`config.mk`:
```
export PLATFORM = sky130hd
export DESIGN_NAME = q2r_front
export DESIGN_NICKNAME = d
export VERILOG_FILES = /design/src/sv/q2r_pkg.sv /design/src/sv/q2r_front.sv
export SDC_FILE = /design/constraint.sdc
export NUM_CORES = 2
export LEC_CHECK = 0
export BUFFER_PORTS_ARGS = -buffer_cell sky130_fd_sc_hd__clkbuf_2
export CORE_MARGIN = 2
export CORE_UTILIZATION = 31
export DETAILED_ROUTE_END_ITERATION = 8
export PLACE_DENSITY = 0.46
export SYNTH_ARGS = -nofsm -noshare
export SYNTH_HDL_FRONTEND = slang
export SYNTH_SLANG_ARGS = --single-unit
```
`constraint.sdc`:
```
create_clock -name i_clk -period 12.94 [get_ports i_clk]
set_input_delay 0 -clock i_clk [delete_from_list [all_inputs] [get_ports i_clk]]
set_output_delay 0 -clock i_clk [all_outputs]
set_load 0.02 [all_outputs]
```
`src/sv/q2r_pkg.sv`:
```
// Shared types and constants for the quaternion to rotation matrix block.
package q2r_pkg;

    localparam int FracBitsDef = 14;
    localparam int QW          = 18;
    localparam int SW          = 37;
    localparam int OW          = 16;
    localparam int NumEnt      = 9;
    localparam int QDepth      = 4;
    localparam int QAw         = 2;
    localparam int PAw         = 2;
    localparam logic [PAw-1:0] RegTol = 2'd0;

    typedef struct packed {
        logic signed [QW-1:0] w;
        logic signed [QW-1:0] x;
        logic signed [QW-1:0] y;
        logic signed [QW-1:0] z;
        logic [SW-1:0]        s;
    } t_item;

    typedef struct packed {
        logic full;
        logic empty;
    } t_qstat;

endpackage

```
`src/sv/q2r_front.sv`:
```
// Front end: takes quaternion requests, forms squares and the sum of squares.
module q2r_front (
    input  logic                    i_clk,
    input  logic                    i_rst_n,
    input  logic                    i_s_tvalid,
    output logic                    o_s_tready,
    input  logic [4*q2r_pkg::QW-1:0] i_s_tdata,   // quat_w, quat_x, quat_y, quat_z
    input  q2r_pkg::t_qstat         i_qstat,
    output logic                    o_push,
    output q2r_pkg::t_item          o_item
);

    localparam int QW = q2r_pkg::QW;
    localparam int SW = q2r_pkg::SW;

    logic                 r_valid;
    logic signed [QW-1:0] r_w, r_x, r_y, r_z;
    logic [2*QW-1:0]      r_ww, r_xx, r_yy, r_zz;
    logic signed [QW-1:0] n_w, n_x, n_y, n_z;
    logic                 fen;

    assign fen        = !r_valid || !i_qstat.full;
    assign o_s_tready = fen;
    assign n_w = $signed(i_s_tdata[0*QW +: QW]);
    assign n_x = $signed(i_s_tdata[1*QW +: QW]);
    assign n_y = $signed(i_s_tdata[2*QW +: QW]);
    assign n_z = $signed(i_s_tdata[3*QW +: QW]);

    always_ff @(posedge i_clk) begin
        if (!i_rst_n) begin
            r_valid <= 1'b0;
        end else if (fen) begin
            r_valid <= i_s_tvalid;
        end
    end

    always_ff @(posedge i_clk) begin
        if (fen && i_s_tvalid) begin
            r_w  <= n_w;
            r_x  <= n_x;
            r_y  <= n_y;
            r_z  <= n_z;
            r_ww <= (2*QW)'(n_w * n_w);
            r_xx <= (2*QW)'(n_x * n_x);
            r_yy <= (2*QW)'(n_y * n_y);
            r_zz <= (2*QW)'(n_z * n_z);
        end
    end

    assign o_push   = r_valid && !i_qstat.full;
    assign o_item.w = r_w;
    assign o_item.x = r_x;
    assign o_item.y = r_y;
    assign o_item.z = r_z;
    assign o_item.s = SW'(r_ww) + SW'(r_xx) + SW'(r_yy) + SW'(r_zz);

endmodule

```
==> results.tsv <==
stage	metric	value	unit
final_layout	layout cells sized above 1	5.181	%
route	initial DRC count	1446	
clocking	# hold bufs at CTS	32	
sta	setup repair after global routing missed its margin	no	
flow_run	Max Cap Violations	0	
sta	period utilisation layout	59.30	%
clocking	post-CTS sizing	0	
route	DRC	0	
logic_synthesis	most common cell in the netlist	inv_1	
logic_synthesis	FFs w/ async S/R, synth	0	%
die	# rows	152	
logic_synthesis	Yosys cell types	71	
die	Starting Density	31.11	%
final_layout	post-route insts no fill	7775	
final_layout	Layout area overhead	9.046	%
logic_synthesis	largest area contributor in the netlist	fa_1	
critical_path	critical path data required time	13430	ps
placed_design	PortBufs	186	
global_route	antenna violations before repair	5	
clocking	CTS Buf Count	34	
placed_design	hpwl dp	110700	um
final_layout	Nets	7299	
route	Vias	34840	
sta	Fin. Hold Viols	0	
sta	Final WS setup	5267	ps
critical_path	crit end category	flip-flop	
die	die height	418.5	um
logic_synthesis	Post-Syn Instances	5377	
critical_path	Worst EP arrival	8160	ps
logic_synthesis	Post-synth EDFFs	208	
clocking	CTS Buffer Depth	3	
placed_design	placed cell count	7678	
critical_path	Max FO, Critical Path	23	
sta	normalized max-slew margin	29.31	%
logic_synthesis	post-synth top area share	46.69	%
clocking	Reg clk slew, reported paths	60	ps
clocking	clk sinks	209	
die	full die area	175100	um2
route	DRT antenna net count	0	
global_route	global-route wire length before repair	220800	um
placed_design	RePlAce Congestion	0.8311	
sta	worst slew pin tran	1060	ps
sta	fin crit period	7673	ps
clocking	clk_lat worst skew	650	ps
clocking	post-CTS setup buffers	0	
clocking	CTS tree	yes	
logic_synthesis	#FFs+latches synth	209	
final_layout	FILL cells	17730	
sta	highest clock rate	130.3	MHz
route	wire per inst	17.40	um
critical_path	Critical Path Start Type	input port	
logic_synthesis	Most used DFF post-synth	edfxtp_1	
global_route	vias in the first global route	39020	
route	vias per inst	4.480	
critical_path	WS Path Type	in -> reg	
sta	clk_skew	34.11	ps
clocking	Clock Tree Root	clkbuf_16	
die	Placeable Area	171200	um2
sta	Finish-stage setup viols	0	
logic_synthesis	Area contributors post-synth	fa_1, edfxtp_1, inv_1, ha_1, nand2_1	
sta	Final Slew Violations	0	
die	I/O pins	188	
logic_synthesis	sequential element share of the synthesized area	11.77	%
clocking	htree depth	2	
route	drt pass-1 iters	5	
sta	setup_tns	0	ps
placed_design	setup slack at placement	5121	ps
logic_synthesis	synthesized area per cell	9.903	um2
route	Total Wirelength	135300	um
final_layout	Reg area	6266	um2
global_route	gr ovfl total	0	
worst_hold_path	hold crit path type	in -> reg	
outcome	outcome	finished clean	
die	die width	418.5	um
global_route	gr usage total	16.39	%
global_route	pin count of the biggest net entering global routing	166	
logic_synthesis	Post-synth top cells	inv_1, fa_1, nand2_1	
final_layout	area occupied by multi-input gates	40330	um2
logic_synthesis	number of synthesis warnings	0	
logic_synthesis	mapped cell area	53250	um2
worst max-delay path: stages:
cell and delay (ps):
dlygate4sd3_1 540, clkbuf_2 370, inv_1 700, nor2_1 150, fa_1 560, inv_1 130
fa_1 520, inv_1 70, ha_1 510, inv_1 280, fa_1 540, inv_1 50
fa_1 530, inv_1 50, fa_1 470, inv_1 40, ha_1 310, and2_4 160
a221o_1 360, a221o_1 400, o31a_1 330, o41ai_4 340, o21ai_2 140, or4b_1 480
nand3_1 90
final timing paths:
path	from	end	slack [ps]	cells after the start
worst max-delay path	i_s_tdata[35]	r_xx[34]	5270	25
worst min-delay path	i_s_tdata[19]	r_x[1]	20	1
worst max register to register	r_valid	r_w[13]	10560	3
worst min register to register	r_valid	r_z[3]	1050	2
placed cells by master (no fill, tap or decap), types with 36 or more instances in the layout:
cell and instances:
and2_1 163, nand2b_1 36, xnor2_1 157, ha_1 466, xor2_1 54, nand2_1 491, a21oi_1 135, edfxtp_1 208
clkbuf_2 186, fa_1 1242, nor2b_1 43, a21o_1 66, inv_1 1643, o21ai_0 69, nor2_1 171
through the flow:
stage | util [%] | hold slack (ps) | instance area (um2)
after global routing | 33.92 | 25.10 | 58060
final | 33.92 | 17.66 | 58070
after floorplan | - | 78.11 | 53250
after global placement | 33.05 | 223.9 | 56560
after CTS | 33.92 | 0.2428 | 58050
after detailed placement | 33.05 | 217.9 | 56560
registers in the layout, indices dropped and copies added (netlist names):
name / flops
r_y: 18
r_valid: 1
r_z: 18
r_xx: 34
r_ww: 34
r_zz: 34
r_w: 18
r_x: 18
r_yy: 34
final cells by class:
class / instances / share of cell area [%]
timing repair buffer: 227 / 2.297
sequential: 209 / 10.79
multi-input combinational: 3399 / 69.46
antenna: 2 / 0.008619
tap: 2233 / 4.812
inverter: 1643 / 10.62
clock inverter: 24 / 0.5236
clock buffer: 38 / 1.491
metal layers:
layer,track usage (%),part of all wire (%),routed length (um),vias up
met4,4.161,2.8,3787,2
met2,28.73,51,68820,406
met1,21.48,43,58790,18100
met5,0,0.0096,13,-
met3,1.826,2.9,3879,98
li1,-,-,-,16230
logic make-up after synthesis:
logic type / count (synthesis) / share of synthesized area [%]
buf+inv: 1770 / 12.50
fa+ha+maj: 1708 / 57.64
simple gates: 1019 / 8.790
compound gates: 450 / 5.660
xor+xnor: 211 / 3.470
flops: 209 / 11.77
mux: 8 / 0.1504
other cells: 2 / 0.01410
Power is not shown: default switching activity piles up to over one toggle a cycle in this logic, so the estimate is an artifact.
