==> src/sv/q2r_pkg.sv <==
// Shared types and constants for the quaternion to rotation matrix block.
package q2r_pkg;

    localparam int FracBitsDef = 14;
    localparam int QW          = 18;
    localparam int SW          = 37;
    localparam int OW          = 16;
    localparam int NumEnt      = 9;
    localparam int QDepth      = 4;
    localparam int QAw         = 2;
    localparam int PAw         = 2;
    localparam logic [PAw-1:0] RegTol = 2'd0;

    typedef struct packed {
        logic signed [QW-1:0] w;
        logic signed [QW-1:0] x;
        logic signed [QW-1:0] y;
        logic signed [QW-1:0] z;
        logic [SW-1:0]        s;
    } t_item;

    typedef struct packed {
        logic full;
        logic empty;
    } t_qstat;

endpackage

==> src/sv/q2r_queue.sv <==
// Short FIFO between the front end and the arithmetic back end.
module q2r_queue (
    input  logic            i_clk,
    input  logic            i_rst_n,
    input  logic            i_push,
    input  q2r_pkg::t_item  i_item,
    input  logic            i_pop,
    output q2r_pkg::t_item  o_item,
    output q2r_pkg::t_qstat o_qstat
);

    localparam int DEPTH = q2r_pkg::QDepth;
    localparam int AW    = q2r_pkg::QAw;

    q2r_pkg::t_item r_mem [0:DEPTH-1];
    logic [AW-1:0]  r_wp, r_rp;
    logic [AW:0]    r_cnt;

    assign o_qstat.full  = (r_cnt == (AW+1)'(DEPTH));
    assign o_qstat.empty = (r_cnt == '0);
    assign o_item        = r_mem[r_rp];

    always_ff @(posedge i_clk) begin
        if (i_push) begin
            r_mem[r_wp] <= i_item;
        end
    end

    always_ff @(posedge i_clk) begin
        if (!i_rst_n) begin
            r_wp  <= '0;
            r_rp  <= '0;
            r_cnt <= '0;
        end else begin
            if (i_push) begin
                r_wp <= r_wp + 1'b1;
            end
            if (i_pop) begin
                r_rp <= r_rp + 1'b1;
            end
            r_cnt <= r_cnt + (AW+1)'(i_push) - (AW+1)'(i_pop);
        end
    end

    a_cnt_bound: assert property (@(posedge i_clk) disable iff (!i_rst_n)
        r_cnt <= (AW+1)'(DEPTH)) else $error("queue count overflow");
    a_no_push_full: assert property (@(posedge i_clk) disable iff (!i_rst_n)
        i_push |-> !o_qstat.full) else $error("push into full queue");
    a_no_pop_empty: assert property (@(posedge i_clk) disable iff (!i_rst_n)
        i_pop |-> !o_qstat.empty) else $error("pop from empty queue");

endmodule

==> config.mk <==
export PLATFORM = sky130hd
export DESIGN_NAME = q2r_queue
export DESIGN_NICKNAME = d
export VERILOG_FILES = /design/src/sv/q2r_pkg.sv /design/src/sv/q2r_queue.sv
export SDC_FILE = /design/constraint.sdc
export NUM_CORES = 1
export LEC_CHECK = 0
export BUFFER_PORTS_ARGS = -buffer_cell sky130_fd_sc_hd__buf_4
export CORE_AREA = 10 10 229 231
export DETAILED_ROUTE_END_ITERATION = 12
export DIE_AREA = 0 0 239 241
export GPL_ROUTABILITY_DRIVEN = 1
export GPL_TIMING_DRIVEN = 0
export SETUP_SLACK_MARGIN = 0.02
export SKIP_LAST_GASP = 1
export SYNTH_ARGS = -nofsm -noshare
export SYNTH_HDL_FRONTEND = slang
export SYNTH_SLANG_ARGS = --single-unit
==> constraint.sdc <==
create_clock -name i_clk -period 3.55 [get_ports i_clk]
set_clock_uncertainty 0.05 [all_clocks]
set_input_delay 0.355 -clock i_clk [delete_from_list [all_inputs] [get_ports i_clk]]
set_output_delay 0.355 -clock i_clk [all_outputs]
set_load 0.01 [all_outputs]
==> results.py, run 1 <==
metrics = {
    "outcome": {
        "outcome": "finished, final reports clean",
    },
    "yosys": {
        "synth.distinct_cells": 21,
        "synth_seq_area_share_pct": 82.32,
        "synthFlopType": "edfxtp_1",
        "synth_top_area_share_pct": 81.20,
        "synthMostInstantiatedCell": "edfxtp_1",
        "syn_nets": 732,
        "synthArstFlopShare_pct": 0,
        "syn-instance-count": 612,
        "synth.avg_cell_area_sq_um": 26.35,
        "synth_area_leaders": "edfxtp_1 (81%), mux4_2 (15%), dfxtp_1 (1.1%)",
        "syn_area_sq_mm": 0.01612,
        "netlist_top_cells_count": "edfxtp_1 (436), mux4_2 (109), buf_2 (11), clkbuf_1 (9), dfxtp_1 (9)",
        "ys_ff_latch": 445,
        "synth_top_cell_by_area": "edfxtp_1",
        "synth_warnings": 0,
        "synth_edf_count": 436,
    },
    "final_layout": {
        "area_growth_pct": 32.65,
        "fin_nets": 1123,
        "drive_gt1_share_pct": 41.02,
        "n_fill_cell": 3977,
        "multi_input_area_sq_mm": 0.002701,
        "regArea_sq_mm": 0.01327,
    },
    "clocking": {
        "clockBufferDepth": 3,
        "cts-root-buf": "clkbuf_16",
        "post-cts-setup-buffer-count": 0,
        "post_cts_resized": 0,
        "holdBufCountCts": 110,
        "numCtsBuffers": 48,
        "htree_levels": 2,
        "cts_num_sinks": 445,
        "cts_tree": "yes",
        "insertion_delay_ns": 0.56,
        "path_clk_slew_ns": 0.06,
    },
    "routing": {
        "viasPerCell": 4.616,
        "first_pass_iters": 4,
        "drtIter0Drc": 446,
        "drc": 0,
        "routed_wl_mm": 35.20,
        "vias": 7626,
        "wl_per_cell_um": 21.31,
        "ant_nets": 0,
    },
    "critical_path": {
        "crit_family": "buffers and inverters",
        "critPathBufInv": 3,
        "crit_arrival_ns": 2.58,
        "rr_startpoint": "r_wp[0]",
        "regToRegEndpoint": "r_mem[2][81]",
        "r2r_setup_slack_ns": 1.42,
        "critPathRequiredTime_ns": 3.14,
        "cp-start-kind": "flop",
        "slowest_delay_ns": 0.74,
        "critPathCaptureType": "output port",
        "rr_worst_depth": 5,
        "critPathKind": "flop to output port",
        "worst-path-max-fanout": 10,
        "crit_path_top_delay_cell": "clkbuf_1",
        "cp_cell_sequence": "buf_2 -> clkbuf_1 -> mux4_2 -> buf_4",
    },
    "global_routing": {
        "grt_pass1_vias": 8622,
        "grt_use_met2_pct": 20.91,
        "use_met1_pct": 14.90,
        "busiest_layer": "met2",
        "grt_max_degree": 45,
        "grt_antenna_before_repair": 3,
        "grt_pass1_wl_mm": 53.48,
        "grt_usage_pct": 12.28,
        "grt_overflow_total": 0,
        "grt.met3_usage_pct": 3.867,
    },
    "sta": {
        "hold_viol": 0,
        "drv_slew": 0,
        "post-route-period-util_pct": 83.98,
        "worst_slew_pin_slew_ns": 0.9232,
        "whs_ns": 0.06104,
        "setup_violations": 0,
        "finalCriticalPeriod_ns": 2.981,
        "fmax_ghz": 0.3354,
        "max-slew-margin-rel_pct": 38.45,
        "grt_setup_unrepaired": "false",
    },
    "power_and_ir_drop": {
        "totalPowerFinal_mw": 12.22,
        "p_switching_mw": 2.644,
        "p_comb_share_pct": 11.5,
        "p_leak_nw": 7.258,
        "clkPwrFrac_pct": 38.6,
        "seqPwrFrac_pct": 49.9,
        "switching_share_pct": 21.63,
        "power_density_mw_per_mm2": 571.4,
        "ir_drop_uv": 404.2,
        "p_int_mw": 9.579,
    },
    "worst_hold_path": {
        "hold_depth": 3,
        "hold_class": "primary input to flop",
        "min_from": "i_pop",
    },
    "die": {
        "core_area_sq_mm": 0.04755,
        "die-area_sq_mm": 0.05760,
        "die_x_um": 239,
        "io_pins": 224,
        "initial_utilization_pct": 33.91,
        "core.rowCount": 80,
        "die_h_um": 241,
    },
    "run": {
        "cap_violations": 0,
    },
    "placement": {
        "io_buffers": 223,
        "place.gp.congestion": 0.6788,
        "hpwl_mm": 21.45,
    },
}
-- logic make-up after synthesis --
group                    synth area share [%]
multiplexers                            15.29
adder cells (fa/ha/maj)                0.5897
AND/OR/NAND/NOR                        0.4656
buffers and inverters                  0.9932
AO/OA/AOI/OAI                         0.09309
flip-flops                              82.32
XOR/XNOR                               0.2561
-- worst max-delay path by stage --
stage | start | cells after the start | endpoint
6_report | flop | 4 | o_item[46]
5_1_grt | flop | 4 | o_item[46]
4_1_cts | flop | 4 | o_item[46]
3_5_place_dp | flop | 4 | o_item[46]
3_3_place_gp | r_wp[0] | 3 | r_mem[0][39]
2_1_floorplan | r_wp[0] | 3 | r_mem[2][0]
-- placed cells by master (no fill, tap or decap), types with 4 or more instances in the layout --
| master | instances |
|---|---|
| clkbuf_1 | 21 |
| ha_1 | 6 |
| clkinv_1 | 6 |
| dlygate4sd3_1 | 110 |
| buf_4 | 224 |
| nor2_1 | 5 |
| clkinv_2 | 6 |
| edfxtp_1 | 436 |
| buf_16 | 8 |
| clkbuf_16 | 49 |
| and2_4 | 4 |
| buf_2 | 11 |
| inv_1 | 7 |
| dfxtp_1 | 9 |
| mux4_2 | 109 |
-- tightest hold or removal path, cell delays in order --
cell and delay (ns):
buf_4 0.11, xnor2_1 0.08, nor2_1 0.08
-- sequential cells by signal (all words and copies together) (netlist names), named ones only --
name   cells
r_cnt      3
r_mem    436
r_rp       2
r_wp       2
-- routing by layer --
layer	routed length, um	vias up	share of wire [%]
li1	-	3422	-
met1	14530	3958	41
met2	17860	195	51
met3	2179	49	6.2
met4	618	2	1.8
met5	13	-	0.037
-- layout make-up --
cell class	count	share of cell area (%)
diodes	1	0.01170
plain buffers	24	0.6259
clock buffers	64	6.136
clock inverters	19	0.8190
inverters	7	0.1228
multi-input cells	136	12.63
flip-flops and latches	445	62.05
well taps	615	3.598
repair buffers	341	14.00
-- power by group through the flow --
stage | logic (mW) | clock network [mW] | registers [mW]
after global routing | 1.52 | 5.10 | 6.11
after CTS | 1.46 | 4.90 | 6.10
after global placement | 1.30 | 0 | 6.22
after detailed placement | 1.35 | 0 | 6.21
final | 1.40 | 4.72 | 6.10
after floorplan | 0.652 | 0 | 6.20
-- stage by stage --
stage                     setup TNS [ns]  utilization (%)  setup slack (ns)  cells  instance area [sq um]
after floorplan                        0                -             1.173    612                  16130
after global placement            -34.99            39.06           -0.1163   1450                  18570
after detailed placement               0            39.54             1.080   1458                  18800
after CTS                              0            44.98            0.4511   1651                  21390
after global routing                   0            44.98            0.4412   1651                  21390
final                                  0            44.99            0.5686   1652                  21390
(Power assumes the default switching activity.)
==> inputs of run 2 (changes only) <==
--- a/config.mk
+++ b/config.mk
@@ -5,10 +5,11 @@
 export SDC_FILE = /design/constraint.sdc
 export NUM_CORES = 1
 export LEC_CHECK = 0
+export ABC_AREA = 1
 export BUFFER_PORTS_ARGS = -buffer_cell sky130_fd_sc_hd__buf_4
-export CORE_AREA = 10 10 229 231
+export CORE_AREA = 10 10 238 240
 export DETAILED_ROUTE_END_ITERATION = 12
-export DIE_AREA = 0 0 239 241
+export DIE_AREA = 0 0 248 250
 export GPL_ROUTABILITY_DRIVEN = 1
 export GPL_TIMING_DRIVEN = 0
 export SETUP_SLACK_MARGIN = 0.02
==> constraint.sdc (replaced) <==
create_clock -name i_clk -period 3 [get_ports i_clk]
set_clock_uncertainty 0.05 [all_clocks]
set_input_delay 0.3 -clock i_clk [delete_from_list [all_inputs] [get_ports i_clk]]
set_output_delay 0.3 -clock i_clk [all_outputs]
set_load 0.01 [all_outputs]
==> results.py, run 2 <==
metrics = {
    "routing": {
        "drtIter0Drc": 723,
        "vias": 11290,
        "wl_per_cell_um": 18.68,
        "ant_nets": 0,
        "drc": 0,
        "viasPerCell": 4.631,
        "routed_wl_mm": 45.55,
        "first_pass_iters": 6,
    },
    "die": {
        "core_area_sq_mm": 0.05202,
        "io_pins": 224,
        "die_x_um": 248,
        "core.rowCount": 84,
        "die-area_sq_mm": 0.06200,
        "die_h_um": 250,
        "initial_utilization_pct": 33.46,
    },
    "yosys": {
        "syn_nets": 1446,
        "synth.distinct_cells": 16,
        "syn_area_sq_mm": 0.01741,
        "ys_ff_latch": 445,
        "synth_area_leaders": "edfxtp_1 (75%), inv_1 (5.0%), nand2_1 (4.9%)",
        "synthFlopType": "edfxtp_1",
        "synth_seq_area_share_pct": 76.25,
        "synth_warnings": 0,
        "synth.avg_cell_area_sq_um": 13.13,
        "synth_edf_count": 436,
        "syn-instance-count": 1326,
        "synth_top_area_share_pct": 75.21,
        "netlist_top_cells_count": "edfxtp_1 (436), inv_1 (233), nand2_1 (228), a21oi_1 (115), o21ai_0 (113)",
        "synthArstFlopShare_pct": 0,
        "synth_top_cell_by_area": "edfxtp_1",
        "synthMostInstantiatedCell": "edfxtp_1",
    },
    "critical_path": {
        "crit_arrival_ns": 2.24,
        "critPathRequiredTime_ns": 2.65,
        "cp_cell_sequence": "buf_2 -> buf_1 -> a21oi_1 -> o21ai_0 -> nand2_1 -> buf_4",
        "crit_path_top_delay_cell": "buf_1",
        "slowest_delay_ns": 0.52,
        "crit_family": "buffers and inverters",
        "critPathCaptureType": "output port",
        "worst-path-max-fanout": 10,
        "critPathBufInv": 3,
        "cp-start-kind": "flop",
        "critPathKind": "flop to output port",
    },
    "placement": {
        "io_buffers": 223,
        "place.gp.congestion": 0.7106,
        "dpl_cell_area_sq_mm": 0.02020,
        "dp_cells": 2249,
        "hpwl_mm": 28.93,
        "dp_slack_ns": 0.6014,
    },
    "global_routing": {
        "grt_pass1_wl_mm": 69.86,
        "grt_pass1_vias": 11760,
        "busiest_layer": "met2",
        "grt.met3_usage_pct": 3.023,
        "grt_overflow_total": 0,
        "grt_antenna_before_repair": 4,
        "grt_usage_pct": 14.50,
        "grt_max_degree": 34,
        "use_met1_pct": 18.73,
        "grt_use_met2_pct": 24.04,
    },
    "clocking": {
        "htree_levels": 2,
        "clockBufferDepth": 3,
        "cts-root-buf": "clkbuf_16",
        "cts_tree": "yes",
        "insertion_delay_ns": 0.57,
        "holdBufCountCts": 112,
        "numCtsBuffers": 47,
        "path_clk_slew_ns": 0.06,
        "cts_num_sinks": 445,
        "post_cts_resized": 0,
        "post-cts-setup-buffer-count": 0,
    },
    "outcome": {
        "outcome": "finished, final reports clean",
    },
    "sta": {
        "worst_slew_pin_slew_ns": 0.7967,
        "finalCriticalPeriod_ns": 2.593,
        "post-route-period-util_pct": 86.45,
        "max-slew-margin-rel_pct": 46.78,
        "timing.final.ws_setup_ns": 0.4066,
        "hold_viol": 0,
        "setup_violations": 0,
        "drv_slew": 0,
        "final.setup.tns_ns": 0,
        "whs_ns": 0.4225,
        "fmax_ghz": 0.3856,
        "grt_setup_unrepaired": "false",
    },
    "final_layout": {
        "n_fill_cell": 4731,
        "reg_top3": "r_mem x436, r_cnt x3",
        "final_common_cell": "edfxtp_1",
        "area_growth_pct": 30.66,
        "final_area_sq_mm": 0.02275,
        "largest_reg_flops": 436,
        "layout_common_cells": "edfxtp_1 (436), inv_1 (229), nand2_1 (228)",
        "multi_input_area_sq_mm": 0.002928,
        "drive_gt1_share_pct": 19.46,
        "regMostFlops": "r_mem",
        "regArea_sq_mm": 0.01327,
        "final_core_util_pct": 43.72,
        "layout.cells.non_filler": 2438,
        "fin_nets": 1842,
    },
    "run": {
        "cap_violations": 0,
    },
    "power_and_ir_drop": {
        "ir_drop_uv": 407.8,
        "power_density_mw_per_mm2": 629.6,
        "totalPowerFinal_mw": 14.32,
        "p_leak_nw": 8.816,
    },
    "worst_hold_path": {
        "hold_class": "flop to flop",
    },
}
[run 2: final timing paths]
path	start	endpoint	slack, ns	cells past startpoint
hold reg to reg	r_rp[1]	r_rp[1]	0.42	2
setup reg to reg	r_wp[0]	r_mem[0][37]	0.59	6
setup / recovery	flop	o_item[39]	0.41	6
hold / removal	r_rp[1]	r_rp[1]	0.42	2
[run 2: logic make-up after synthesis]
logic type      share of synthesized area, %
simple gates                           5.017
compound gates                         11.26
fa+ha+maj                             0.5462
flops                                  76.25
buf+inv                                6.936
[run 2: final cells by class]
type | instances | area share, %
Clock inverter | 14 | 0.5336
Sequential cell | 445 | 58.35
Multi-Input combinational cell | 576 | 12.87
Tap cell | 688 | 3.785
Clock buffer | 60 | 5.704
Inverter | 233 | 3.911
Antenna cell | 3 | 0.03301
Buffer | 72 | 1.463
Timing Repair Buffer | 347 | 13.35
[run 2: metal layers]
layer	share of wire (%)	wire length, um
met5	0.029	13
met4	1.9	867
met3	5.9	2698
met2	49	22140
met1	44	19830
[run 2: where the power goes]
part	leakage [nW]	switching [mW]	internal [mW]
logic	4.04	1.02	0.702
registers	4.08	0.0583	7.11
clock network	0.696	2.24	3.19
total	8.82	3.32	11.0
[run 2: worst reg2reg max path: stages, from the launching register on]
cell        delay, ns
dfxtp_1          0.36
inv_1            0.10
ha_1             0.21
nand2_1          0.10
clkinvlp_4       0.62
buf_12           0.44
buf_12           0.24
